--- config.mk ---
export PLATFORM = sky130hd
export DESIGN_NAME = ring_buffer_fir_smoother
export DESIGN_NICKNAME = d
export VERILOG_FILES = /design/src/design/rbfs_pkg.sv /design/src/design/rbfs_front.sv /design/src/design/rbfs_back.sv /design/src/design/ring_buffer_fir_smoother.sv
export SDC_FILE = /design/constraint.sdc
export NUM_CORES = 2
export LEC_CHECK = 0
export ABC_AREA = 1
export BUFFER_PORTS_ARGS = -buffer_cell sky130_fd_sc_hd__clkbuf_2
export CAP_MARGIN = 10
export CORE_UTILIZATION = 60
export CTS_CLUSTER_DIAMETER = 60
export CTS_CLUSTER_SIZE = 25
export DETAILED_ROUTE_END_ITERATION = 8
export GPL_TIMING_DRIVEN = 1
export HOLD_SLACK_MARGIN = 0.05
export PLACE_DENSITY = 0.78
export SLEW_MARGIN = 10
export SYNTH_ARGS = -nofsm -noshare
export SYNTH_HDL_FRONTEND = slang
export SYNTH_SLANG_ARGS = --single-unit
export TNS_END_PERCENT = 10
--- constraint.sdc ---
create_clock -name clk -period 7.2 [get_ports clk]
set_input_delay 1.44 -clock clk [delete_from_list [all_inputs] [get_ports clk]]
set_output_delay 1.44 -clock clk [all_outputs]
set_load 0.03 [all_outputs]
--- src/design/rbfs_pkg.sv ---
package rbfs_pkg;

    // storage geometry
    localparam int RING_DEPTH = 32;
    localparam int MAX_TAPS   = 32;
    localparam int RING_AW    = $clog2(RING_DEPTH);
    localparam int COEF_AW    = $clog2(MAX_TAPS);
    localparam int TAP_LIMIT  = (MAX_TAPS < RING_DEPTH) ? MAX_TAPS : RING_DEPTH;

    // field widths
    localparam int TAP_W  = 6;
    localparam int SAMP_W = 16;
    localparam int IDX_W  = 5;
    localparam int COEF_W = 18;
    localparam int PROD_W = SAMP_W + COEF_W;
    localparam int ACC_W  = PROD_W + $clog2(MAX_TAPS) + 1;
    localparam int FRAC_W = 16;
    localparam int Q_W    = ACC_W - FRAC_W;

    // configuration register
    localparam int              CFG_AW        = 3;
    localparam int              CFG_DW        = 32;
    localparam logic            REG_TAP_COUNT = 1'b0;
    localparam logic [TAP_W-1:0] TAP_RESET    = TAP_W'(21);

    // operation codes
    localparam logic OP_PUSH = 1'b0;
    localparam logic OP_LOAD = 1'b1;

    // one classified command between front and back
    typedef struct packed {
        logic                     is_load;
        logic signed [SAMP_W-1:0] sample;
        logic [IDX_W-1:0]         index;
        logic signed [COEF_W-1:0] value;
    } cmd_t;

endpackage

--- src/design/rbfs_front.sv ---
module rbfs_front
    import rbfs_pkg::*;
(
    input  logic                     clk,
    input  logic                     rst_n,
    input  logic                     in_valid,
    output logic                     in_ready,
    input  logic                     operation,
    input  logic signed [SAMP_W-1:0] sample,
    input  logic [IDX_W-1:0]         coeff_index,
    input  logic signed [COEF_W-1:0] coeff_value,
    output logic                     cmd_valid,
    output cmd_t                     cmd,
    input  logic                     cmd_pop
);

    logic       wr_ptr_reg, wr_ptr_next;
    logic       rd_ptr_reg, rd_ptr_next;
    logic [1:0] count_reg, count_next;
    cmd_t       entry_reg [2];
    cmd_t       cmd_in;
    logic       push;
    logic       pop;

    // classify the incoming beat
    always_comb
    begin
        cmd_in.is_load = (operation == OP_LOAD);
        cmd_in.sample  = sample;
        cmd_in.index   = coeff_index;
        cmd_in.value   = coeff_value;
    end

    // two-entry queue towards the back end
    assign in_ready  = (count_reg != 2'd2);
    assign push      = in_valid && in_ready;
    assign pop       = cmd_pop && cmd_valid;
    assign cmd_valid = (count_reg != 2'd0);
    assign cmd       = entry_reg[rd_ptr_reg];

    always_comb
    begin
        wr_ptr_next = push ? ~wr_ptr_reg : wr_ptr_reg;
        rd_ptr_next = pop ? ~rd_ptr_reg : rd_ptr_reg;
        count_next  = count_reg;
        if (push && !pop)
        begin
            count_next = count_reg + 2'd1;
        end
        else if (pop && !push)
        begin
            count_next = count_reg - 2'd1;
        end
    end

    always_ff @(posedge clk or negedge rst_n)
    begin
        if (!rst_n)
        begin
            wr_ptr_reg <= 1'b0;
            rd_ptr_reg <= 1'b0;
            count_reg  <= 2'd0;
        end
        else
        begin
            wr_ptr_reg <= wr_ptr_next;
            rd_ptr_reg <= rd_ptr_next;
            count_reg  <= count_next;
        end
    end

    // queue payload
    always_ff @(posedge clk)
    begin
        if (push)
        begin
            entry_reg[wr_ptr_reg] <= cmd_in;
        end
    end

endmodule

--- src/design/rbfs_back.sv ---
module rbfs_back
    import rbfs_pkg::*;
(
    input  logic                     clk,
    input  logic                     rst_n,
    input  logic [TAP_W-1:0]         tap_count,
    input  logic                     cmd_valid,
    input  cmd_t                     cmd,
    output logic                     cmd_pop,
    output logic                     out_valid,
    input  logic                     out_ready,
    output logic signed [SAMP_W-1:0] smoothed,
    output logic                     saturated,
    output logic                     fin
);

    localparam logic [1:0] ST_IDLE  = 2'd0;
    localparam logic [1:0] ST_RUN   = 2'd1;
    localparam logic [1:0] ST_DRAIN = 2'd2;
    localparam logic [1:0] ST_FIN   = 2'd3;

    logic [1:0]               state_reg, state_next;
    logic [RING_AW-1:0]       wp_reg, wp_next;
    logic [RING_AW-1:0]       rd_ptr_reg, rd_ptr_next;
    logic [TAP_W-1:0]         cnt_reg, cnt_next;
    logic [TAP_W-1:0]         taps_reg, taps_next;
    logic [TAP_W-1:0]         taps_use;
    logic signed [ACC_W-1:0]  acc_reg, acc_next;
    logic                     s1_reg, s2_reg;
    logic                     issue;
    logic                     ring_we, coef_we;
    logic                     out_load;
    logic                     out_valid_reg, out_valid_next;
    logic signed [SAMP_W-1:0] smoothed_reg;
    logic                     saturated_reg;

    logic signed [SAMP_W-1:0] ring_mem [RING_DEPTH];
    logic signed [COEF_W-1:0] coef_mem [MAX_TAPS];
    logic [RING_DEPTH-1:0]    ring_vld_reg;
    logic [MAX_TAPS-1:0]      coef_vld_reg;

    logic signed [SAMP_W-1:0] samp_rd_reg;
    logic signed [COEF_W-1:0] coef_rd_reg;
    logic                     samp_ok_reg, coef_ok_reg;
    logic signed [SAMP_W-1:0] samp_m;
    logic signed [COEF_W-1:0] coef_m;
    logic signed [PROD_W-1:0] prod_reg;

    logic signed [Q_W-1:0]    q_floor, q_trunc;
    logic                     q_hi, q_lo;
    logic signed [SAMP_W-1:0] q_sat;

    // taps in use, clamped to one .. limit
    always_comb
    begin
        if (tap_count == '0)
        begin
            taps_use = TAP_W'(1);
        end
        else if (tap_count > TAP_W'(TAP_LIMIT))
        begin
            taps_use = TAP_W'(TAP_LIMIT);
        end
        else
        begin
            taps_use = tap_count;
        end
    end

    // truncate toward zero, then saturate
    always_comb
    begin
        q_floor = acc_reg[ACC_W-1:FRAC_W];
        if (acc_reg[ACC_W-1] && (acc_reg[FRAC_W-1:0] != '0))
        begin
            q_trunc = q_floor + Q_W'(1);
        end
        else
        begin
            q_trunc = q_floor;
        end
        q_hi = (q_trunc > Q_W'(32767));
        q_lo = (q_trunc < -Q_W'(32768));
        if (q_hi)
        begin
            q_sat = 16'sh7fff;
        end
        else if (q_lo)
        begin
            q_sat = 16'sh8000;
        end
        else
        begin
            q_sat = q_trunc[SAMP_W-1:0];
        end
    end

    // sequencer: one multiply-accumulate issue per tap
    always_comb
    begin
        state_next     = state_reg;
        wp_next        = wp_reg;
        rd_ptr_next    = rd_ptr_reg;
        cnt_next       = cnt_reg;
        taps_next      = taps_reg;
        acc_next       = acc_reg;
        cmd_pop        = 1'b0;
        ring_we        = 1'b0;
        coef_we        = 1'b0;
        issue          = 1'b0;
        out_load       = 1'b0;
        out_valid_next = out_valid_reg;

        if (out_valid_reg && out_ready)
        begin
            out_valid_next = 1'b0;
        end

        if (s2_reg)
        begin
            acc_next = acc_reg + {{(ACC_W-PROD_W){prod_reg[PROD_W-1]}}, prod_reg};
        end

        case (state_reg)
            ST_IDLE:
            begin
                if (cmd_valid)
                begin
                    cmd_pop = 1'b1;
                    if (cmd.is_load)
                    begin
                        coef_we = (32'(cmd.index) < MAX_TAPS);
                    end
                    else
                    begin
                        ring_we     = 1'b1;
                        wp_next     = wp_reg + RING_AW'(1);
                        rd_ptr_next = wp_reg + RING_AW'(1) - taps_use[RING_AW-1:0];
                        taps_next   = taps_use;
                        cnt_next    = '0;
                        acc_next    = '0;
                        state_next  = ST_RUN;
                    end
                end
            end
            ST_RUN:
            begin
                issue       = 1'b1;
                rd_ptr_next = rd_ptr_reg + RING_AW'(1);
                cnt_next    = cnt_reg + TAP_W'(1);
                if (cnt_reg == taps_reg - TAP_W'(1))
                begin
                    state_next = ST_DRAIN;
                end
            end
            ST_DRAIN:
            begin
                if (!s1_reg && !s2_reg)
                begin
                    state_next = ST_FIN;
                end
            end
            ST_FIN:
            begin
                if (!out_valid_reg || out_ready)
                begin
                    out_load       = 1'b1;
                    out_valid_next = 1'b1;
                    state_next     = ST_IDLE;
                end
            end
            default:
            begin
                state_next = ST_IDLE;
            end
        endcase
    end

    always_ff @(posedge clk or negedge rst_n)
    begin
        if (!rst_n)
        begin
            state_reg     <= ST_IDLE;
            wp_reg        <= '0;
            s1_reg        <= 1'b0;
            s2_reg        <= 1'b0;
            out_valid_reg <= 1'b0;
            ring_vld_reg  <= '0;
            coef_vld_reg  <= '0;
        end
        else
        begin
            state_reg     <= state_next;
            wp_reg        <= wp_next;
            s1_reg        <= issue;
            s2_reg        <= s1_reg;
            out_valid_reg <= out_valid_next;
            if (ring_we)
            begin
                ring_vld_reg[wp_reg] <= 1'b1;
            end
            if (coef_we)
            begin
                coef_vld_reg[cmd.index[COEF_AW-1:0]] <= 1'b1;
            end
        end
    end

    // datapath registers
    always_ff @(posedge clk)
    begin
        rd_ptr_reg <= rd_ptr_next;
        cnt_reg    <= cnt_next;
        taps_reg   <= taps_next;
        acc_reg    <= acc_next;
        prod_reg   <= coef_m * samp_m;
        if (out_load)
        begin
            smoothed_reg  <= q_sat;
            saturated_reg <= q_hi || q_lo;
        end
    end

    // sample ring and coefficient table, registered reads
    always_ff @(posedge clk)
    begin
        if (ring_we)
        begin
            ring_mem[wp_reg] <= cmd.sample;
        end
        if (coef_we)
        begin
            coef_mem[cmd.index[COEF_AW-1:0]] <= cmd.value;
        end
        if (issue)
        begin
            samp_rd_reg <= ring_mem[rd_ptr_reg];
            samp_ok_reg <= ring_vld_reg[rd_ptr_reg];
            coef_rd_reg <= coef_mem[cnt_reg[COEF_AW-1:0]];
            coef_ok_reg <= coef_vld_reg[cnt_reg[COEF_AW-1:0]];
        end
    end

    // unwritten entries read as zero
    assign samp_m = samp_ok_reg ? samp_rd_reg : '0;
    assign coef_m = coef_ok_reg ? coef_rd_reg : '0;

    assign out_valid = out_valid_reg;
    assign smoothed  = smoothed_reg;
    assign saturated = saturated_reg;
    assign fin       = (state_reg == ST_FIN);

endmodule

--- src/design/ring_buffer_fir_smoother.sv ---
// A push beat's sum is built over the t taps in use (1 .. 32) in the run, drain and finish
// states, then loaded into the output register; a load beat only writes the coefficient table.
// The single multiply-accumulate unit steps one tap per cycle, and the back end takes no new
// push until the last sum has been handed to the output register.
// Reset (rst_n low, asynchronous): queue and pipeline empty, tap_count 21, write pointer
// zero, valid bits cleared so sample ring and coefficient table read as zero.
module ring_buffer_fir_smoother
    import rbfs_pkg::*;
(
    input  logic                     clk,
    input  logic                     rst_n,
    input  logic                     psel,
    input  logic                     penable,
    input  logic                     pwrite,
    input  logic [CFG_AW-1:0]        paddr,
    input  logic [CFG_DW-1:0]        pwdata,
    output logic [CFG_DW-1:0]        prdata,
    output logic                     pready,
    input  logic                     in_valid,
    output logic                     in_ready,
    input  logic                     operation,
    input  logic signed [SAMP_W-1:0] sample,
    input  logic [IDX_W-1:0]         coeff_index,
    input  logic signed [COEF_W-1:0] coeff_value,
    output logic                     out_valid,
    input  logic                     out_ready,
    output logic signed [SAMP_W-1:0] smoothed,
    output logic                     saturated
);

    logic [TAP_W-1:0] tap_count_reg;
    logic             cfg_wr;
    logic             cmd_valid;
    cmd_t             cmd;
    logic             cmd_pop;
    logic             bk_fin;

    // configuration register
    assign pready = 1'b1;
    assign cfg_wr = psel && penable && pwrite && (paddr[2] == REG_TAP_COUNT);

    always_ff @(posedge clk or negedge rst_n)
    begin
        if (!rst_n)
        begin
            tap_count_reg <= TAP_RESET;
        end
        else if (cfg_wr)
        begin
            tap_count_reg <= pwdata[TAP_W-1:0];
        end
    end

    always_comb
    begin
        prdata = '0;
        if (paddr[2] == REG_TAP_COUNT)
        begin
            prdata = CFG_DW'(tap_count_reg);
        end
    end

    // front end: accept and classify beats
    rbfs_front u_front
    (
        .clk         (clk),
        .rst_n       (rst_n),
        .in_valid    (in_valid),
        .in_ready    (in_ready),
        .operation   (operation),
        .sample      (sample),
        .coeff_index (coeff_index),
        .coeff_value (coeff_value),
        .cmd_valid   (cmd_valid),
        .cmd         (cmd),
        .cmd_pop     (cmd_pop)
    );

    // back end: storage, multiply-accumulate and result register
    rbfs_back u_back
    (
        .clk       (clk),
        .rst_n     (rst_n),
        .tap_count (tap_count_reg),
        .cmd_valid (cmd_valid),
        .cmd       (cmd),
        .cmd_pop   (cmd_pop),
        .out_valid (out_valid),
        .out_ready (out_ready),
        .smoothed  (smoothed),
        .saturated (saturated),
        .fin       (bk_fin)
    );

    // a flagged result sits at one of the range limits
    a_sat_limit: assert property (@(posedge clk) disable iff (!rst_n)
        (out_valid && saturated) |-> (smoothed == 16'sh7fff || smoothed == 16'sh8000))
        else $error("saturated result not at a range limit");

    // a new result only appears out of the finishing step
    a_out_src: assert property (@(posedge clk) disable iff (!rst_n)
        $rose(out_valid) |-> $past(bk_fin))
        else $error("result appeared without a finished sum");

    // a finished sum with a free output slot is delivered next cycle
    a_fin_out: assert property (@(posedge clk) disable iff (!rst_n)
        (bk_fin && !out_valid) |=> out_valid)
        else $error("finished sum not moved to the output");

endmodule
==> run metrics <==
status=finished clean; Crit. End Element=register; CP Launch Type=register; number of synthesized flops with an enable pin=1,238; die area=0.115 mm2; critical path class=register to register; Syn Inst Count=6,160; YS warnings=0; vias per cell=6.06; Initial Utilization=60.7%; post-route ant nets=0; TritonCTS Buffers=95; most used cells in the layout excluding fill and tap cells=1,238 x edfxtp_1, 943 x nor2_1, 721 x o21ai_0; hold buffer count at cts=0; routed wire length=171,000 um; WL/cell=22.1 um; Bufs on Longest Clock Path=3; Cell variety after synth=53; vias in the first global route=45,800; Slew Limit Fails=0; asr flop ratio synth=6.02%; post-synth top area share=54.3%; CP Max Fanout=18; row count=123; min Tclk post-route=6.77 ns; antenna violations before repair=2; Largest register FFs=576; placed cells=7,560; non-filler cells, final=7,740; H-tree lvl count=3; 1st-iter DRT viols=5,828; hold violation total from the final report=0; Die X=340 um; die height=340 um; CTS tree=yes; RSZ-0062 raised after global routing=no; Layout area overhead=8.21%; gpl congestion=0.994; crit path DAT=7.32 ns; GRT Util Overall=29.6%; setup TNS=0 ns; first-pass GRT wire length=263,000 um; Worst EP required=7.75 ns; nets@finish=6,673; total global routing overflow=0; HP Class=register to register; slew margin rel.=17.2%; dominant cell type by area after synthesis=edfxtp_1; Core ar.=0.113 mm2; synthesized flop and latch total=1,396; Slew @ Worst Pin=1.24 ns; drt first pass iters=8; fillers=8,293; pin count of the biggest net entering global routing=219; Tcrit/Tclk final=94.1%; Fmax=148 MHz; IO Count=134; Clock transition at path regs=0.08 ns; syn_area_per_cell=11.1 um2; Port Buf Inserts=78; post-DP HPWL=111,000 um; Cell Area, Synth=0.0684 mm2; Final Skew=0.0889 ns; setup slack after layout=0.426 ns; routed vias=46,900; clock insertion delay at the later pin of the skew report=0.73 ns; # setup viols final=0; synth top area cells=edfxtp_1 54%, fa_1 8.5%, nor2_1 5.4%; CTS sink count=1,396; most common cell after layout, fill and taps aside=edfxtp_1; drt drc=0; pre-CTS WS=0.521 ns; n_diodes=0; CTS root buf=clkbuf_16; sequential area share after synthesis=59.6%; number of max-cap violations=0; predominant post-synthesis flop cell=edfxtp_1; layout cells sized above 1=7.90%
-- area by class of cell --
cell class | count | area (um2) | share of cell area (%)
repair buffers | 186 | 1250 | 1.69
flip-flops and latches | 1396 | 40800 | 55.0
clock buffers | 98 | 2390 | 3.23
well taps | 1500 | 1880 | 2.53
inverters | 660 | 2500 | 3.37
clock inverters | 82 | 1190 | 1.61
multi-input cells | 3818 | 24100 | 32.5
-- cell families (layout without fill, tap and decap cells) --
family          count (synthesis)  in the layout  share of synthesized area, %
xor+xnor                       84             84                          1.08
flops                        1396           1396                          59.6
mux                            34             34                         0.559
simple gates                 1989           1989                          11.7
buf+inv                       971           1026                          5.56
other cells                     2             27                        0.0110
fa+ha+maj                     434            434                          11.1
compound gates               1250           1250                          10.4
-- metrics by stage --
step	utilization, %	area, um2	hold WS [ns]
finish	65.6	74100	0.422
global route	65.6	74100	0.428
global placement	62.5	70500	0.359
detailed placement	62.5	70500	0.367
CTS	65.6	74000	0.430
floorplan	-	68500	0.349
-- worst max-delay path, stage by stage (launching register included) --
cell,delay (ns)
edfxtp_1,0.63
nand2_1,0.39
clkinv_1,0.54
nand2_1,0.24
fa_1,0.44
inv_1,0.09
fa_1,0.46
fa_1,0.58
fa_1,0.43
fa_1,0.49
inv_1,0.05
fa_1,0.54
inv_1,0.06
ha_1,0.36
a21oi_1,0.30
o21ai_0,0.19
a21oi_1,0.21
nand3_1,0.18
nand2_1,0.11
nand2_1,0.07
nand2_1,0.06
nand2_1,0.05
xor2_1,0.15
-- routing by layer --
metal | global-route usage (%) | share of wire (%)
met5 | 0 | 0
met2 | 46.1 | 46
met4 | 10.7 | 3.6
met1 | 41.7 | 39
met3 | 5.63 | 11
-- cell usage after synthesis (all sizes together), types with 3 or more instances --
| cell type | instances |
|---|---|
| nand2 | 701 |
| o22ai | 170 |
| nor2 | 981 |
| o221ai | 110 |
| xnor2 | 26 |
| a31oi | 8 |
| a21oi | 144 |
| clkbuf | 227 |
| o21a | 3 |
| clkinv | 11 |
| buf | 84 |
| dfstp | 3 |
| and3 | 3 |
| nand4 | 54 |
| nand3 | 171 |
| or2 | 39 |
| dfxtp | 74 |
| o21bai | 10 |
| a21boi | 8 |
| o211ai | 37 |
| nor4 | 4 |
| inv | 649 |
| o21ai | 747 |
| mux2 | 34 |
| edfxtp | 1238 |
| xor2 | 58 |
| dfrtp | 81 |
| a21o | 6 |
| fa | 292 |
| ha | 142 |
| nor3 | 32 |
-- worst paths after layout --
check / start / end / slack (ns) / cells after the start
max: u_back.coef_ok_reg / u_back.prod_reg[28] / 0.43 / 22
max in group asynchronous: rst_n / u_front.rd_ptr_reg / 5.25 / 2
min reg2reg: u_back.s1_reg / u_back.s2_reg / 0.42 / 0
min: u_back.s1_reg / u_back.s2_reg / 0.42 / 0
max reg2reg: u_back.coef_ok_reg / u_back.prod_reg[28] / 0.43 / 22
min in group asynchronous: rst_n / u_back.out_valid / 0.73 / 1
-- repair_timing --
| item | CTS | global route |
|---|---|---|
| endpoints found under the setup margin | 0 | 2 |
| resized for setup | 0 | 1 |
| setup buffers | 0 | 0 |
Power is left out: the tool's default activity adds up to more than one toggle a clock period on the data nets, which glitch-free logic cannot reach.
